$ cat config.mk
export PLATFORM = sky130hd
export DESIGN_NAME = sorted_value_list_engine
export DESIGN_NICKNAME = d
export VERILOG_FILES = /design/src/rtl/core/svle_pkg.sv /design/src/rtl/core/svle_dp.sv /design/src/rtl/core/svle_ctrl.sv /design/src/rtl/core/sorted_value_list_engine.sv
export SDC_FILE = /design/constraint.sdc
export NUM_CORES = 1
export LEC_CHECK = 0
export ABC_CLOCK_PERIOD_IN_PS = 9100
export BUFFER_PORTS_ARGS = -buffer_cell sky130_fd_sc_hd__buf_2
export CORE_MARGIN = 1
export CORE_UTILIZATION = 50
export DETAILED_ROUTE_END_ITERATION = 8
export PLACE_DENSITY = 0.74
export SETUP_SLACK_MARGIN = 0.3
export SKIP_LAST_GASP = 1
export SLEW_MARGIN = 10
export SYNTH_ARGS = -nofsm -noshare
export SYNTH_HDL_FRONTEND = slang
export SYNTH_SLANG_ARGS = --single-unit
export TNS_END_PERCENT = 20
$ cat constraint.sdc
create_clock -name aclk -period 9.1 [get_ports aclk]
set_clock_uncertainty 0.1 [all_clocks]
set_input_delay 1.82 -clock aclk [delete_from_list [all_inputs] [get_ports aclk]]
set_output_delay 1.82 -clock aclk [all_outputs]
set_load 0.005 [all_outputs]
$ cat src/rtl/core/svle_pkg.sv
// ----------------------------------------------------------------------------
// svle_pkg
// Types and codes shared by the sorted value list engine: operation and
// status codes, controller states, and the command and status bundles.
// ----------------------------------------------------------------------------
package svle_pkg;

    typedef enum logic [1:0] {
        FUNC_APPEND = 2'd0,
        FUNC_SORT   = 2'd1,
        FUNC_REMOVE = 2'd2,
        FUNC_DUMP   = 2'd3
    } func_t;

    typedef enum logic [1:0] {
        ST_OK        = 2'd0,
        ST_NOT_FOUND = 2'd1,
        ST_EMPTY     = 2'd2,
        ST_FULL      = 2'd3
    } status_t;

    typedef enum logic [2:0] {
        S_IDLE,
        S_SORT_LD,
        S_SORT_CMP,
        S_SORT_WB,
        S_REM_SCAN,
        S_REM_SHIFT,
        S_DUMP,
        S_RESP
    } state_t;

    typedef enum logic [1:0] {
        RA_ZERO,
        RA_I1,
        RA_J1
    } ra_sel_t;

    typedef enum logic [1:0] {
        WA_COUNT,
        WA_I,
        WA_J,
        WA_JM1
    } wa_sel_t;

    typedef enum logic [1:0] {
        WD_INPUT,
        WD_CUR,
        WD_RDATA
    } wd_sel_t;

    typedef struct packed {
        logic    rd_en;
        ra_sel_t ra_sel;
        logic    wr_en;
        wa_sel_t wa_sel;
        wd_sel_t wd_sel;
        logic    cur_load;
        logic    i_clr;
        logic    i_inc;
        logic    j_clr;
        logic    j_set;
        logic    j_inc;
        logic    cnt_inc;
        logic    cnt_dec;
        logic    val_load;
        logic    emit;
        status_t emit_status;
        logic    emit_item;
        logic    emit_last;
    } cmd_t;

    typedef struct packed {
        logic full;
        logic empty;
        logic small_list;
        logic i_last;
        logic j_last;
        logic greater;
        logic match;
        logic out_free;
    } stat_t;

endpackage

$ cat src/rtl/core/svle_dp.sv
// ----------------------------------------------------------------------------
// svle_dp
// Datapath: single-port-write entry store with registered read, scan
// counters, fill count, held candidate and the result word register.
// ----------------------------------------------------------------------------
module svle_dp #(
    parameter int CAPACITY = 32
) (
    input  logic             aclk,
    input  logic             aresetn,
    input  svle_pkg::cmd_t   cmd,
    input  logic [31:0]      in_value,
    input  logic             m_tready,
    output svle_pkg::stat_t  stat,
    output logic             m_tvalid,
    output logic [31:0]      m_tdata,   // item
    output logic [1:0]       m_tuser,   // status
    output logic             m_tlast
);
    import svle_pkg::*;

    localparam int AW = (CAPACITY > 1) ? $clog2(CAPACITY) : 1;
    localparam int CW = $clog2(CAPACITY + 1);

    logic signed [31:0] mem [CAPACITY];
    logic signed [31:0] rdata_reg;
    logic signed [31:0] cur_reg;
    logic signed [31:0] val_reg;
    logic [CW-1:0]      i_reg;
    logic [CW-1:0]      j_reg;
    logic [CW-1:0]      count_reg;
    logic               out_valid_reg;
    logic [31:0]        out_item_reg;
    status_t            out_status_reg;
    logic               out_last_reg;

    logic [CW-1:0]      i_inc1;
    logic [CW-1:0]      j_inc1;
    logic [CW-1:0]      j_dec1;
    logic [CW-1:0]      cnt_m1;
    logic [CW-1:0]      cnt_m2;
    logic [AW-1:0]      raddr;
    logic [AW-1:0]      waddr;
    logic signed [31:0] wdata;

    assign i_inc1 = i_reg + CW'(1);
    assign j_inc1 = j_reg + CW'(1);
    assign j_dec1 = j_reg - CW'(1);
    assign cnt_m1 = count_reg - CW'(1);
    assign cnt_m2 = count_reg - CW'(2);

    always_comb begin
        unique case (cmd.ra_sel)
            RA_ZERO: raddr = '0;
            RA_I1:   raddr = i_inc1[AW-1:0];
            RA_J1:   raddr = j_inc1[AW-1:0];
            default: raddr = '0;
        endcase
    end

    always_comb begin
        unique case (cmd.wa_sel)
            WA_COUNT: waddr = count_reg[AW-1:0];
            WA_I:     waddr = i_reg[AW-1:0];
            WA_J:     waddr = j_reg[AW-1:0];
            WA_JM1:   waddr = j_dec1[AW-1:0];
            default:  waddr = '0;
        endcase
    end

    always_comb begin
        unique case (cmd.wd_sel)
            WD_INPUT: wdata = in_value;
            WD_CUR:   wdata = cur_reg;
            WD_RDATA: wdata = rdata_reg;
            default:  wdata = in_value;
        endcase
    end

    always_ff @(posedge aclk) begin
        if (cmd.wr_en) begin
            mem[waddr] <= wdata;
        end
        if (cmd.rd_en) begin
            rdata_reg <= mem[raddr];
        end
    end

    always_ff @(posedge aclk) begin
        if (cmd.cur_load) begin
            cur_reg <= rdata_reg;
        end
        if (cmd.val_load) begin
            val_reg <= in_value;
        end
        if (cmd.i_clr) begin
            i_reg <= '0;
        end else if (cmd.i_inc) begin
            i_reg <= i_inc1;
        end
        if (cmd.j_clr) begin
            j_reg <= '0;
        end else if (cmd.j_set) begin
            j_reg <= i_inc1;
        end else if (cmd.j_inc) begin
            j_reg <= j_inc1;
        end
    end

    always_ff @(posedge aclk) begin
        if (!aresetn) begin
            count_reg <= '0;
        end else if (cmd.cnt_inc) begin
            count_reg <= count_reg + CW'(1);
        end else if (cmd.cnt_dec) begin
            count_reg <= cnt_m1;
        end
    end

    always_ff @(posedge aclk) begin
        if (!aresetn) begin
            out_valid_reg <= 1'b0;
        end else if (cmd.emit) begin
            out_valid_reg <= 1'b1;
        end else if (m_tready) begin
            out_valid_reg <= 1'b0;
        end
    end

    always_ff @(posedge aclk) begin
        if (cmd.emit) begin
            out_item_reg   <= cmd.emit_item ? rdata_reg : '0;
            out_status_reg <= cmd.emit_status;
            out_last_reg   <= cmd.emit_last;
        end
    end

    assign stat.full       = (count_reg == CW'(CAPACITY));
    assign stat.empty      = (count_reg == '0);
    assign stat.small_list = (count_reg <= CW'(1));
    assign stat.i_last     = (i_reg == cnt_m2);
    assign stat.j_last     = (j_reg == cnt_m1);
    assign stat.greater    = (cur_reg > rdata_reg);
    assign stat.match      = (rdata_reg == val_reg);
    assign stat.out_free   = !out_valid_reg || m_tready;

    assign m_tvalid = out_valid_reg;
    assign m_tdata  = out_item_reg;
    assign m_tuser  = out_status_reg;
    assign m_tlast  = out_last_reg;

    a_count_bound: assert property (@(posedge aclk) disable iff (!aresetn)
        count_reg <= CW'(CAPACITY))
        else $error("fill count beyond capacity");

    a_no_overfill: assert property (@(posedge aclk) disable iff (!aresetn)
        cmd.cnt_inc |-> !stat.full && cmd.wr_en)
        else $error("append into full store");

    a_emit_free: assert property (@(posedge aclk) disable iff (!aresetn)
        cmd.emit |-> stat.out_free)
        else $error("result word overwritten before taken");

    a_emit_shows: assert property (@(posedge aclk) disable iff (!aresetn)
        cmd.emit |=> out_valid_reg)
        else $error("emitted word not presented");

endmodule

$ cat src/rtl/core/svle_ctrl.sv
// ----------------------------------------------------------------------------
// svle_ctrl
// Controller: decodes each operation and sequences the append, exchange
// sort, remove-and-close-gap and dump walks over the datapath.
// ----------------------------------------------------------------------------
module svle_ctrl (
    input  logic             aclk,
    input  logic             aresetn,
    input  logic             s_tvalid,
    output logic             s_tready,
    input  svle_pkg::func_t  in_func,
    input  svle_pkg::stat_t  stat,
    output svle_pkg::cmd_t   cmd
);
    import svle_pkg::*;

    state_t  state_reg;
    state_t  state_next;
    status_t resp_reg;
    status_t resp_next;

    always_ff @(posedge aclk) begin
        if (!aresetn) begin
            state_reg <= S_IDLE;
            resp_reg  <= ST_OK;
        end else begin
            state_reg <= state_next;
            resp_reg  <= resp_next;
        end
    end

    always_comb begin
        cmd        = '0;
        state_next = state_reg;
        resp_next  = resp_reg;
        s_tready   = (state_reg == S_IDLE) && stat.out_free;
        unique case (state_reg)
            S_IDLE: begin
                if (s_tvalid && s_tready) begin
                    cmd.val_load = 1'b1;
                    unique case (in_func)
                        FUNC_APPEND: begin
                            cmd.emit      = 1'b1;
                            cmd.emit_last = 1'b1;
                            if (stat.full) begin
                                cmd.emit_status = ST_FULL;
                            end else begin
                                cmd.wr_en   = 1'b1;
                                cmd.wa_sel  = WA_COUNT;
                                cmd.wd_sel  = WD_INPUT;
                                cmd.cnt_inc = 1'b1;
                            end
                        end
                        FUNC_SORT: begin
                            if (stat.small_list) begin
                                cmd.emit      = 1'b1;
                                cmd.emit_last = 1'b1;
                            end else begin
                                cmd.i_clr  = 1'b1;
                                cmd.rd_en  = 1'b1;
                                cmd.ra_sel = RA_ZERO;
                                state_next = S_SORT_LD;
                            end
                        end
                        FUNC_REMOVE: begin
                            if (stat.empty) begin
                                cmd.emit        = 1'b1;
                                cmd.emit_last   = 1'b1;
                                cmd.emit_status = ST_EMPTY;
                            end else begin
                                cmd.j_clr  = 1'b1;
                                cmd.rd_en  = 1'b1;
                                cmd.ra_sel = RA_ZERO;
                                state_next = S_REM_SCAN;
                            end
                        end
                        FUNC_DUMP: begin
                            if (stat.empty) begin
                                cmd.emit        = 1'b1;
                                cmd.emit_last   = 1'b1;
                                cmd.emit_status = ST_EMPTY;
                            end else begin
                                cmd.j_clr  = 1'b1;
                                cmd.rd_en  = 1'b1;
                                cmd.ra_sel = RA_ZERO;
                                state_next = S_DUMP;
                            end
                        end
                        default: ;
                    endcase
                end
            end
            S_SORT_LD: begin
                cmd.cur_load = 1'b1;
                cmd.j_set    = 1'b1;
                cmd.rd_en    = 1'b1;
                cmd.ra_sel   = RA_I1;
                state_next   = S_SORT_CMP;
            end
            S_SORT_CMP: begin
                if (stat.greater) begin
                    cmd.wr_en    = 1'b1;
                    cmd.wa_sel   = WA_J;
                    cmd.wd_sel   = WD_CUR;
                    cmd.cur_load = 1'b1;
                end
                if (stat.j_last) begin
                    state_next = S_SORT_WB;
                end else begin
                    cmd.j_inc  = 1'b1;
                    cmd.rd_en  = 1'b1;
                    cmd.ra_sel = RA_J1;
                end
            end
            S_SORT_WB: begin
                cmd.wr_en  = 1'b1;
                cmd.wa_sel = WA_I;
                cmd.wd_sel = WD_CUR;
                if (stat.i_last) begin
                    resp_next  = ST_OK;
                    state_next = S_RESP;
                end else begin
                    cmd.i_inc  = 1'b1;
                    cmd.rd_en  = 1'b1;
                    cmd.ra_sel = RA_I1;
                    state_next = S_SORT_LD;
                end
            end
            S_REM_SCAN: begin
                priority if (stat.match && stat.j_last) begin
                    cmd.cnt_dec = 1'b1;
                    resp_next   = ST_OK;
                    state_next  = S_RESP;
                end else if (stat.match) begin
                    cmd.j_inc  = 1'b1;
                    cmd.rd_en  = 1'b1;
                    cmd.ra_sel = RA_J1;
                    state_next = S_REM_SHIFT;
                end else if (stat.j_last) begin
                    resp_next  = ST_NOT_FOUND;
                    state_next = S_RESP;
                end else begin
                    cmd.j_inc  = 1'b1;
                    cmd.rd_en  = 1'b1;
                    cmd.ra_sel = RA_J1;
                end
            end
            S_REM_SHIFT: begin
                cmd.wr_en  = 1'b1;
                cmd.wa_sel = WA_JM1;
                cmd.wd_sel = WD_RDATA;
                if (stat.j_last) begin
                    cmd.cnt_dec = 1'b1;
                    resp_next   = ST_OK;
                    state_next  = S_RESP;
                end else begin
                    cmd.j_inc  = 1'b1;
                    cmd.rd_en  = 1'b1;
                    cmd.ra_sel = RA_J1;
                end
            end
            S_DUMP: begin
                if (stat.out_free) begin
                    cmd.emit      = 1'b1;
                    cmd.emit_item = 1'b1;
                    cmd.emit_last = stat.j_last;
                    if (stat.j_last) begin
                        state_next = S_IDLE;
                    end else begin
                        cmd.j_inc  = 1'b1;
                        cmd.rd_en  = 1'b1;
                        cmd.ra_sel = RA_J1;
                    end
                end
            end
            S_RESP: begin
                if (stat.out_free) begin
                    cmd.emit        = 1'b1;
                    cmd.emit_last   = 1'b1;
                    cmd.emit_status = resp_reg;
                    state_next      = S_IDLE;
                end
            end
            default: state_next = S_IDLE;
        endcase
    end

endmodule

$ cat src/rtl/core/sorted_value_list_engine.sv
// ----------------------------------------------------------------------------
// sorted_value_list_engine
// Bounded list of signed 32-bit values: append, exchange sort ascending,
// remove first match, and dump of all entries in order.
// A dump sends one word a cycle while the result register is free, and
// output back-pressure stalls every result word.
// Throughput: one operation at a time; the next word is taken once the
// final result word is loaded and the result register is free, so
// appends run one a cycle while the receiver keeps up.
// Reset clears the fill count and the output valid flag; entries stay undefined.
// ----------------------------------------------------------------------------
module sorted_value_list_engine #(
    parameter int CAPACITY = 32
) (
    input  logic        aclk,
    input  logic        aresetn,
    input  logic        s_tvalid,
    output logic        s_tready,
    input  logic [31:0] s_tdata,   // value
    input  logic [1:0]  s_tuser,   // func
    output logic        m_tvalid,
    input  logic        m_tready,
    output logic [31:0] m_tdata,   // item
    output logic [1:0]  m_tuser,   // status
    output logic        m_tlast
);
    import svle_pkg::*;

    cmd_t  cmd;
    stat_t stat;
    func_t in_func;

    assign in_func = func_t'(s_tuser);

    svle_ctrl u_ctrl (
        .aclk     (aclk),
        .aresetn  (aresetn),
        .s_tvalid (s_tvalid),
        .s_tready (s_tready),
        .in_func  (in_func),
        .stat     (stat),
        .cmd      (cmd)
    );

    svle_dp #(
        .CAPACITY (CAPACITY)
    ) u_dp (
        .aclk     (aclk),
        .aresetn  (aresetn),
        .cmd      (cmd),
        .in_value (s_tdata),
        .m_tready (m_tready),
        .stat     (stat),
        .m_tvalid (m_tvalid),
        .m_tdata  (m_tdata),
        .m_tuser  (m_tuser),
        .m_tlast  (m_tlast)
    );

endmodule

# After elaboration in Yosys (flattened, before gate mapping)
# Memories as Yosys holds them, arrays and structs flattened. A register that Yosys moved wholly into a read port is not among the register bits.
# Cells that the tools add are included.
# word_totals
out_inout_bits	37
latch_bits	0
regBits	123
in_bits	38
ramBits	1024
memories	1
rom_bits	0
# mem_list
name	words	width	rd	rd_clocked_by_memory_dff	write_ports	line_no	source
u_dp.mem	32	32	1	1	1	svle_dp.sv:25	logic signed [31:0] mem [CAPACITY];
# op_classes
shifts	0
reduce_logical	17
n_div	0
bitwise_logic	0
addsub	6
n_eq_ne	34
mul	0
muxes	86
n_lt_le_gt_ge	2
# ops
cell	n
32-bit one-hot mux with 2 select lines	1
3-bit 2-to-1 mux	21
5-bit one-hot mux with 4 select lines	2
32-bit equality test	1
32-bit greater-than comparator	1
1-bit 2-to-1 mux	31
6-bit 2-to-1 mux	5
3-bit one-hot mux with 8 select lines	1
6-bit by 1-bit adder with 6-bit output, second input constant	3
3-bit one-hot mux with 6 select lines	1
1-bit one-hot mux with 3 select lines	5
2-bit 2-to-1 mux	7
2-bit equality test, second input constant	6
3-bit equality test, second input constant	4
6-bit equality test	2
3-bit inequality test, second input constant	4
5-bit 2-to-1 mux	2
2-bit by 1-bit inequality test with 1-bit output, second input constant	5
5-bit one-hot mux with 2 select lines	1
3-bit one-hot mux with 3 select lines	1
9-bit AND reduction	1
2-bit by 1-bit equality test with 1-bit output, second input constant	4
8-bit 2-to-1 mux	1
2-bit one-hot mux with 2 select lines	2
24 further kinds	33

# Logic depth before layout (Yosys ltp)
# Gate-level depths: netlist of run 1.
# logic_depth
word_depth	8
depth_mapped	19
ltp_nobuf	15

# Hierarchy
# From an unflattened synthesis of run 1, not the netlist that was laid out.
# hier_totals
hier_cells	3439
area_unflattened_um2	48801.8
# modules_own_cells
mod	seq_area_each_um2	instances	area_per_inst_um2	cells_each
svle_dp	35063.6	1	48230.0	3352
svle_ctrl	80.1	1	571.8	87

# Worst setup path after synthesis of run 1
# OpenSTA, ideal clock, no wires.
# synth_path
path_type	in2reg
startpoint	input m_tready
endpoint	memory u_dp.mem[25][0] (enable)
path_stages	8
required_ps	8499
setup_time_ps	501
setup_slack_ps	1881
arrival_time_ps	6617
path_cell_list	nor2b_1 nor2_1 nand2_1 inv_1 and3_1 clkbuf_1 nor2_1 nor4_1
# synth_via
elab_chain_len	7
# synth_lines
item	line_no	source
from (decl)	sorted_value_list_engine.sv:22	input logic m_tready,
1-bit logical OR *	svle_dp.sv:145	assign stat.out_free = !out_valid_reg || m_tready;
1-bit logical AND *	svle_ctrl.sv:36	s_tready = (state_reg == S_IDLE) && stat.out_free;
net s_tready	sorted_value_list_engine.sv:18	output logic s_tready,
1-bit logical AND *	svle_ctrl.sv:39	if (s_tvalid && s_tready) begin
8-bit 2-to-1 mux *	svle_ctrl.sv:39	
5-bit one-hot mux with 4 select lines *	svle_ctrl.sv:37	unique case (state_reg)
2-bit equality test, or another cell as far along	svle_dp.sv:62	unique case (cmd.wa_sel)
5-bit one-hot mux with 4 select lines or 1-bit 2-to-1 mux (tied branches)	svle_dp.sv:62, svle_dp.sv:82	
to (decl)	svle_dp.sv:25	
# The timed path passes the listed nets; every way through them passes the cells marked *.

# Worst setup path after layout of run 1
# layout_path
startpoint	register u_dp.count_reg[1]
endpoint	register u_dp.rdata_reg[3] (read register of u_dp.mem) (data pin)
# layout_via
elab_chain_len	8
# layout_lines
item	line_no	source
from (decl)	svle_dp.sv:31	logic [CW-1:0] count_reg;
from (signal assigned)	svle_dp.sv:114	count_reg <= count_reg + CW'(1);
from (signal assigned)	svle_dp.sv:116	count_reg <= cnt_m1;
6-bit by 1-bit subtractor with 6-bit output	svle_dp.sv:49	assign cnt_m1 = count_reg - CW'(1);
6-bit equality test	svle_dp.sv:142	assign stat.j_last = (j_reg == cnt_m1);
3-bit 2-to-1 mux	n/a	
3-bit 2-to-1 mux	svle_ctrl.sv:134	end else if (stat.match) begin
3-bit 2-to-1 mux	svle_ctrl.sv:130	priority if (stat.match && stat.j_last) begin
3-bit one-hot mux with 6 select lines *	svle_ctrl.sv:37	
2-bit equality test or 2-bit by 1-bit equality test with 1-bit output (tied branches)	svle_dp.sv:53	unique case (cmd.ra_sel)
5-bit one-hot mux with 2 select lines	svle_dp.sv:53	
to (decl)	svle_dp.sv:26	logic signed [31:0] rdata_reg;
# Every way passes the cells marked *; elsewhere a longest branch is shown, timed or not.
# A chain may end at the register's enable or synchronous reset.

==> metrics list, run 1 <==
- The flow ran to the end, and the final reports show no timing, DRC or antenna violations.
* Fraction of layout cells with a size suffix above 1: 20.33%
- Post-placement cell area: 50290 um2
* Cells after Synth: 2823
- The first TritonRoute pass finished after 9 iterations.
* Cell taking the most area after synthesis: edfxtp_1
- Inserted Clock Buffers: 111
- Path type of the worst min-delay path: reg2reg
* Buffers added on ports: 74
- Post-route antenna net violation count: 0
- Final-layout worst hold slack: 0.4583 ns
- In this run the vertical extent of the chip is 312.4 um.
- In the synthesized netlist the async set-or-reset flop fraction comes to 0%.
- EDFF count, synth: 1155
* Initial antenna violation count: 0
* PnR Total Power: approximately 18000 uW
- The Yosys step of the flow raised 0 warnings.
- TritonCTS built the clock tree.
- After synthesis, the cell types taking the most area are edfxtp_1 72%, mux4_2 9.0%, or3_1 3.4%.
* Aggregate global routing overflow: 0
- When the netlist entered floorplanning its net count stood at 2907.
- Clock latency on the worst-skew pair, taken at its later pin, is a little over 0.7 ns.
- In the final routed layout, each cell accounts on average for roughly 29 um.
* Summed negative setup slack over all endpoints: 0 ns
- For the finished layout, the period the worst path requires is between 6 and 7 ns.
- Counting along the longest clock path gives a buffer depth of 3.
- Hold Fails Final Rpt: 0
- Entering global routing, the biggest net connects about 260 pins.
* Endpoint class of the critical path: flop
* Number of antenna cells inserted: 0
* Top cell types by occurrence after synthesis: 1155 x edfxtp_1, 300 x o21ai_0, 259 x or3_1, 192 x mux4_2, 142 x clkbuf_1
- Post-DR vias/cell: 6.551
* Mapped Avg Cell Area: 17.06 um2
- Worst Max-Slew Pin Slew: 1.484 ns
- u_dp.mem holds more flip-flops than any other register.
- For this design the ratio of total power to cell area is 342.8 nW/um2.
- Summing the sequential cell areas from Yosys gives 72.95% of the chip area.
- Number of setup buffers added after CTS: 0
- In this run the worst path has a maximum fanout of 92.
* Cell at the root of the clock tree: clkbuf_16
* Post-placement cell count: 4030
- Based on the critical path, the design can be clocked at up to 160.9 MHz.
* Period utilization: 68.29%
- Hold buffer count at cts: 0
- Data on the critical path is required at its endpoint by between 9 and 10 ns.
- Setup repair after global routing left no endpoint under its margin.
- For this run, the leading register cell type out of synthesis is edfxtp_1.
* Half-perimeter wire length of the detailed placement result: between 60 and 70 mm
- For this run, the post-layout net count is 2963.
- Core area: between 90000 and 100000 um2
- Across the run, the number of max-cap violations was 0.
* Quantity of gates resized following cts: 0
- Layout overhead on the synthesized area: 11.84%
* Floorplan die area: 97590 um2
- In this run the biggest area consumer among cell types represents 72.00% of the synthesized area.
- At the end of routability-driven placement, the weighted congestion stood at 0.8691.
- After filler insertion, the fill cell instance count of the layout stands at 6881.
- Maximum vdd drop: ~0.53 mV
- For this design, the sink count on the clock tree is between 1k and 1.5k.
- CTS H-tree depth: 3
- Synthesized area: just under 50000 um2
- Global router's overall resource usage: 25.47%
- Die boundary width: 312.4 um
- After detailed routing, the total wire length is 124.8 mm.
- Synthesized flop and latch total: 1178
* Pleak: around 0.016 uW
* Vias in the first global route: 27.01k
* Startpoint Class: flop
- The worst pin sits at a relative slew slack of 1.057%.
* Final setup violating endpoints: 0
- Max reg flops: about 1k
* Cell with the most instances after synthesis: edfxtp_1
* Final Instance Count excl. Fillers: roughly 4.2k
* Detailed-route DRC error count: 0
- Clock-pin slew on the worst setup and hold paths: 0.06 ns
* Yosys cell types: 66
* Effective utilization at floorplan: 50.63%
- Wire length of the first global-routing pass: ~180 mm
- The floorplan has 113 rows.
* Startpoint-to-endpoint class of the critical path: reg2reg
* Worst Path Arrival: 6.67 ns
- Summed area of non-filler cells in the final layout: 53880 um2
* Top Ports: 75
- Iter 0 DRT Violations: roughly 4k
- Final max-slew violation count: 0
* Total number of vias: 27.78k
metrics by stage:
stage | utilization (%) | setup slack [ns]
4_1_cts | 56.55 | 2.540
3_5_place_dp | 52.85 | 2.163
6_report | 56.62 | 2.885
5_1_grt | 56.62 | 2.591
2_1_floorplan | - | 1.881
3_3_place_gp | 52.85 | 2.336
where the power goes:
part	internal, uW	switching [uW]
Combinational	2140	4230
Clock	2510	1990
Sequential	7200	410
routing by layer:
| layer | global-route usage, % | up-vias | routed length, um |
|---|---|---|---|
| met5 | 0 | - | 0 |
| met4 | 10.54 | 0 | 5660 |
| met3 | 3.809 | 332 | 13310 |
| met2 | 41.13 | 1876 | 60060 |
| met1 | 34.92 | 14120 | 45720 |
| li1 | - | 11450 | - |
final timing paths:
path	start	end	slack [ns]	cells past startpoint
worst max-delay path	u_dp.count_reg[1]	u_dp.rdata_reg[3]	2.89	17
worst min-delay path	u_ctrl.resp_reg[0]	u_ctrl.resp_reg[0]	0.46	2
worst max register to register	u_dp.count_reg[1]	u_dp.rdata_reg[3]	2.89	17
worst min register to register	u_ctrl.resp_reg[0]	u_ctrl.resp_reg[0]	0.46	2
layout by cell type, fill, tap and decap left out, types with 4 or more instances in the layout:
master / n
mux2i_1: 9
xor2_1: 13
nor2b_1: 6
nor2_4: 17
o21ai_4: 6
a21oi_1: 25
nand3_1: 19
nand2_1: 70
a211oi_1: 7
clkbuf_16: 113
nor3_1: 8
buf_2: 74
nor2_1: 72
nor3_2: 13
buf_4: 57
clkinv_1: 29
clkinvlp_4: 7
clkbuf_1: 25
and2_1: 6
o21ai_0: 268
nor4_1: 4
dfxtp_1: 23
ha_1: 44
a22oi_1: 37
mux4_2: 192
or3_1: 259
o21ai_2: 26
o211ai_1: 128
buf_12: 7
xnor2_1: 54
mux2_2: 34
bufinv_16: 8
inv_1: 48
o21ai_1: 5
clkinv_2: 22
edfxtp_1: 1155
nand4_1: 14
nand2b_1: 6
kinds of logic after synthesis:
| family | count (synthesis) | synth area share [%] |
|---|---|---|
| AOI/OAI and AO/OA | 532 | 6.709 |
| DFF | 1178 | 72.95 |
| adders and majority gates | 46 | 1.195 |
| and+or+nand+nor | 522 | 5.956 |
| buffers and inverters | 243 | 2.010 |
| xor gates and xnor gates | 67 | 1.218 |
| muxes | 235 | 9.958 |
final cells by class:
| class | instances | area (um2) | share of cell area (%) |
|---|---|---|---|
| clock buffer | 138 | 2922 | 5.423 |
| clock inverter | 72 | 598.1 | 1.110 |
| inverter | 48 | 180.2 | 0.3344 |
| multi-input combinational | 1402 | 12510 | 23.22 |
| sequential | 1178 | 35140 | 65.23 |
| tap | 1265 | 1583 | 2.938 |
| timing repair buffer | 138 | 938.4 | 1.742 |
critical path, stage by stage (launching register included):
cell and delay, ns:
dfxtp_1 0.52, inv_1 0.19, ha_1 0.23, a21boi_0 0.43
nor2_1 0.11, a21oi_1 0.17, o2111ai_2 0.29, o21ai_1 0.58
inv_1 0.18, ha_1 0.36, a22oi_2 0.28, buf_4 0.71
buf_4 0.80, or3_1 0.20, o21ai_0 0.07, o21ai_0 0.32
mux4_2 0.29, mux2_2 0.15
(Power assumes the default switching activity.)
==> run 2, diff against run 1 <==
--- a/config.mk
+++ b/config.mk
@@ -5,7 +5,7 @@
 export SDC_FILE = /design/constraint.sdc
 export NUM_CORES = 1
 export LEC_CHECK = 0
-export ABC_CLOCK_PERIOD_IN_PS = 9100
+export ABC_CLOCK_PERIOD_IN_PS = 6300
 export BUFFER_PORTS_ARGS = -buffer_cell sky130_fd_sc_hd__buf_2
 export CORE_MARGIN = 1
 export CORE_UTILIZATION = 50
==> constraint.sdc (replaced) <==
create_clock -name aclk -period 6.3 [get_ports aclk]
set_clock_uncertainty 0.1 [all_clocks]
set_input_delay 1.26 -clock aclk [delete_from_list [all_inputs] [get_ports aclk]]
set_output_delay 1.26 -clock aclk [all_outputs]
set_load 0.005 [all_outputs]
==> metrics list, run 2 (synthesis results as in run 1) <==
* Number of antenna cells inserted: 0
- Portion of total power attributed to sequential cells: 40.2%
- Height of the die: 312.4 um
- Pre-antenna DRT Iters: 7
* Register Area: between 30000 and 40000 um2
- Max stage delay on crit path: 0.56 ns
* Clock Power Share: 25.5%
- Once the floorplan was initialized, standard cells occupied 50.63% of the core.
- The register with the most flip-flops in the layout has 1024 of them.
- Quantity of gates resized following cts: 0
* Aggregate global routing overflow: 0
- Multi-input gate area in the final layout: 12530 um2
- Maximum number of pins on one net before global-route repair: 260
* Hold buffer count at cts: 0
* Number of setup buffers added after CTS: 0
- Detailed-route wire length per cell: 29.02 um
- In this run, the number of DRC markers left after iteration 0 of detailed routing was 3867.
* Critical path required time: 6.65 ns
* Fraction of layout cells with a size suffix above 1: 21.36%
- Setup slack closes at 0.4780 ns.
- Leaving out fill and tap cells, the most frequent cell in the layout is edfxtp_1.
- CTS H-tree depth: 3
* Max-capacitance violation count: 0
* Switching Fraction: between 30% and 40%
- Port buffering added 74 buffers.
* TritonCTS sink count: 1178
* Slew headroom: a little under a tenth
- Half-perimeter wire length of the detailed placement result: ~66 mm
- Internal power comes to 17680 uW.
- Counting I/O delays and the setup requirement, the final critical path takes 5.822 ns.
- Setup repair after global routing could not meet its margin everywhere.
* Worst Hold Launch: u_ctrl.resp_reg[0]
- Worst Path Arrival: 6.17 ns
* TritonCTS clock tree: yes
- Vias in the first global route: 26.97k
- Inserted Clock Buffers: ~110
- Summed negative setup slack over all endpoints: 0 ns
- The share of total power dissipated in combinational logic is 34.3%.
* Post-route antenna net violation count: 0
- The worst setup path is launched from a flop.
- The worst hold path belongs to the class reg2reg.
* Largest delay share family, worst path: compound AO/OA/AOI/OAI gates
- For the worst flop-to-flop path, the logic depth is 16.
- The die covers 97590 um2.
- Post-detailed-routing wire length: 123.8 mm
* Highest-count cells in the layout ignoring fill and taps: 1155 x edfxtp_1, 268 x o21ai_0, 259 x or3_1
* Final max-slew violation count: 0
* Worst path depth: 16
* Initial antenna violation count: 0
* Worst Max-Slew Pin Slew: roughly 1.4 ns
- For hold timing, the worst endpoint is u_ctrl.resp_reg[0].
- Critical-path maximum fanout: around 200
- Switching component of the power: 9649 uW
- Cells fill 57.33% of the core in the end.
- The total count of hold-check failures in the final report came to 0.
- Final setup violating endpoints: 0
- Endpoint class of the critical path: flop
- The root buffer cell chosen for the clock tree is clkbuf_16.
- For this run, design rule violations remaining after detail routing come to 0.
- The finished layout holds 4266 standard cells, fillers aside.
* PnR Total Power: 27330 uW
* Clock latency on the worst-skew pair: 0.70 ns
* Areal power density over the cells: between 500 and 600 nW/um2
* Total number of vias: between 20k and 30k
* Post-placement cell count: 4051
* Filler Cells Inserted: 6813
- Measured along the x axis, the die boundary spans about 310 um.
- The slowest stage of the critical path is the dfxtp_1 cell.
- In the routed layout, each cell is associated on average with a via count of between 6 and 7.
* Pleak: between 0.015 and 0.02 uW
- At the end of routability-driven placement, the weighted congestion stood at 0.8970.
- Minimum setup slack after placement: approximately 0.48 ns
- Wire length of the first global-routing pass: ~180 mm
- Cell-by-cell trace of the critical path: inv_1 > ha_1 > a21boi_0 > a21oi_1 > o2111ai_2 > o21ai_1 > inv_1 > ha_1 > a22oi_2 > buf_12 > buf_4 > or3_1 > o211ai_1 > o21ai_0 > mux4_2 > mux2_2
* Maximum vdd drop: about 1.3 mV
- More flip-flops sit in one register than any other, and that register is u_dp.mem.
- # rows: 113
- Capturing point of the worst reg2reg path: u_dp.rdata_reg[30]
* Layout overhead on the synthesized area: 13.24%
- For flop-to-flop paths, the worst setup slack is 0.48 ns.
* Cells on Worst Hold Path: 2
- The run finished with clean final reports.
* Top Ports: 75
- Clock-pin slew on the worst setup and hold paths: about 0.07 ns
- The final layout contains 2990 nets.
* Max Root-Sink Buffers: 3
* Core area: about 95000 um2
* Startpoint-to-endpoint class of the critical path: reg2reg
- The startpoint identified for the worst register-to-register timing path is u_dp.count_reg[2].
* Global router's overall resource usage: 25.21%
* Period utilization: 92.41%
- Crit path buffers/inverters: 4
- Maximum achievable frequency: around 170 MHz
run 2: worst min-delay path, delay by kind of cell (launching register included):
family	cells	cell delay, ns
flops	1	0.34
mux	1	0.07
simple gates	1	0.09
run 2: how the worst max path moves through the flow:
stage                                 start                 end  slack, ns
after floorplan                    m_tready     u_dp.mem[25][0]      -0.36
after global placement             m_tready   u_dp.rdata_reg[9]       0.61
after detailed placement  u_dp.count_reg[2]   u_dp.rdata_reg[9]       0.48
after CTS                 u_dp.count_reg[2]   u_dp.rdata_reg[9]       0.45
after global routing      u_dp.count_reg[2]  u_dp.rdata_reg[30]       0.13
final                     u_dp.count_reg[2]  u_dp.rdata_reg[30]       0.48
run 2: power by group through the flow:
stage	Combinational, uW	Clock, uW	Sequential [uW]
CTS	9250	7020	11000
finish	9380	6970	11000
global placement	8890	0	11100
floorplan	6120	0	10800
detailed placement	9180	0	11100
global route	10000	7310	11000
run 2: layout make-up:
class | instances | share of cell area (%)
flip-flops and latches | 1178 | 64.42
inverters | 48 | 0.3303
well taps | 1265 | 2.902
clock buffers | 130 | 5.301
clock inverters | 79 | 1.702
repair buffers | 164 | 2.376
multi-input cells | 1402 | 22.96
run 2: through the flow:
stage	hold WS (ns)	cell area (um2)
6_report	0.4330	54550
5_1_grt	0.4912	54550
4_1_cts	0.4277	54440
3_5_place_dp	0.4085	50620
3_3_place_gp	0.4087	50620
2_1_floorplan	0.3762	48170
run 2: layer usage:
layer / global-route usage [%] / vias to the layer above / part of all wire [%] / wire length (um)
li1: - / 11500 / - / -
met1: 34.60 / 14090 / 38 / 46870
met2: 40.22 / 1642 / 48 / 59840
met3: 4.393 / 260 / 10 / 12370
met4: 10.32 / 0 / 3.8 / 4707
met5: 0 / - / 0 / 0
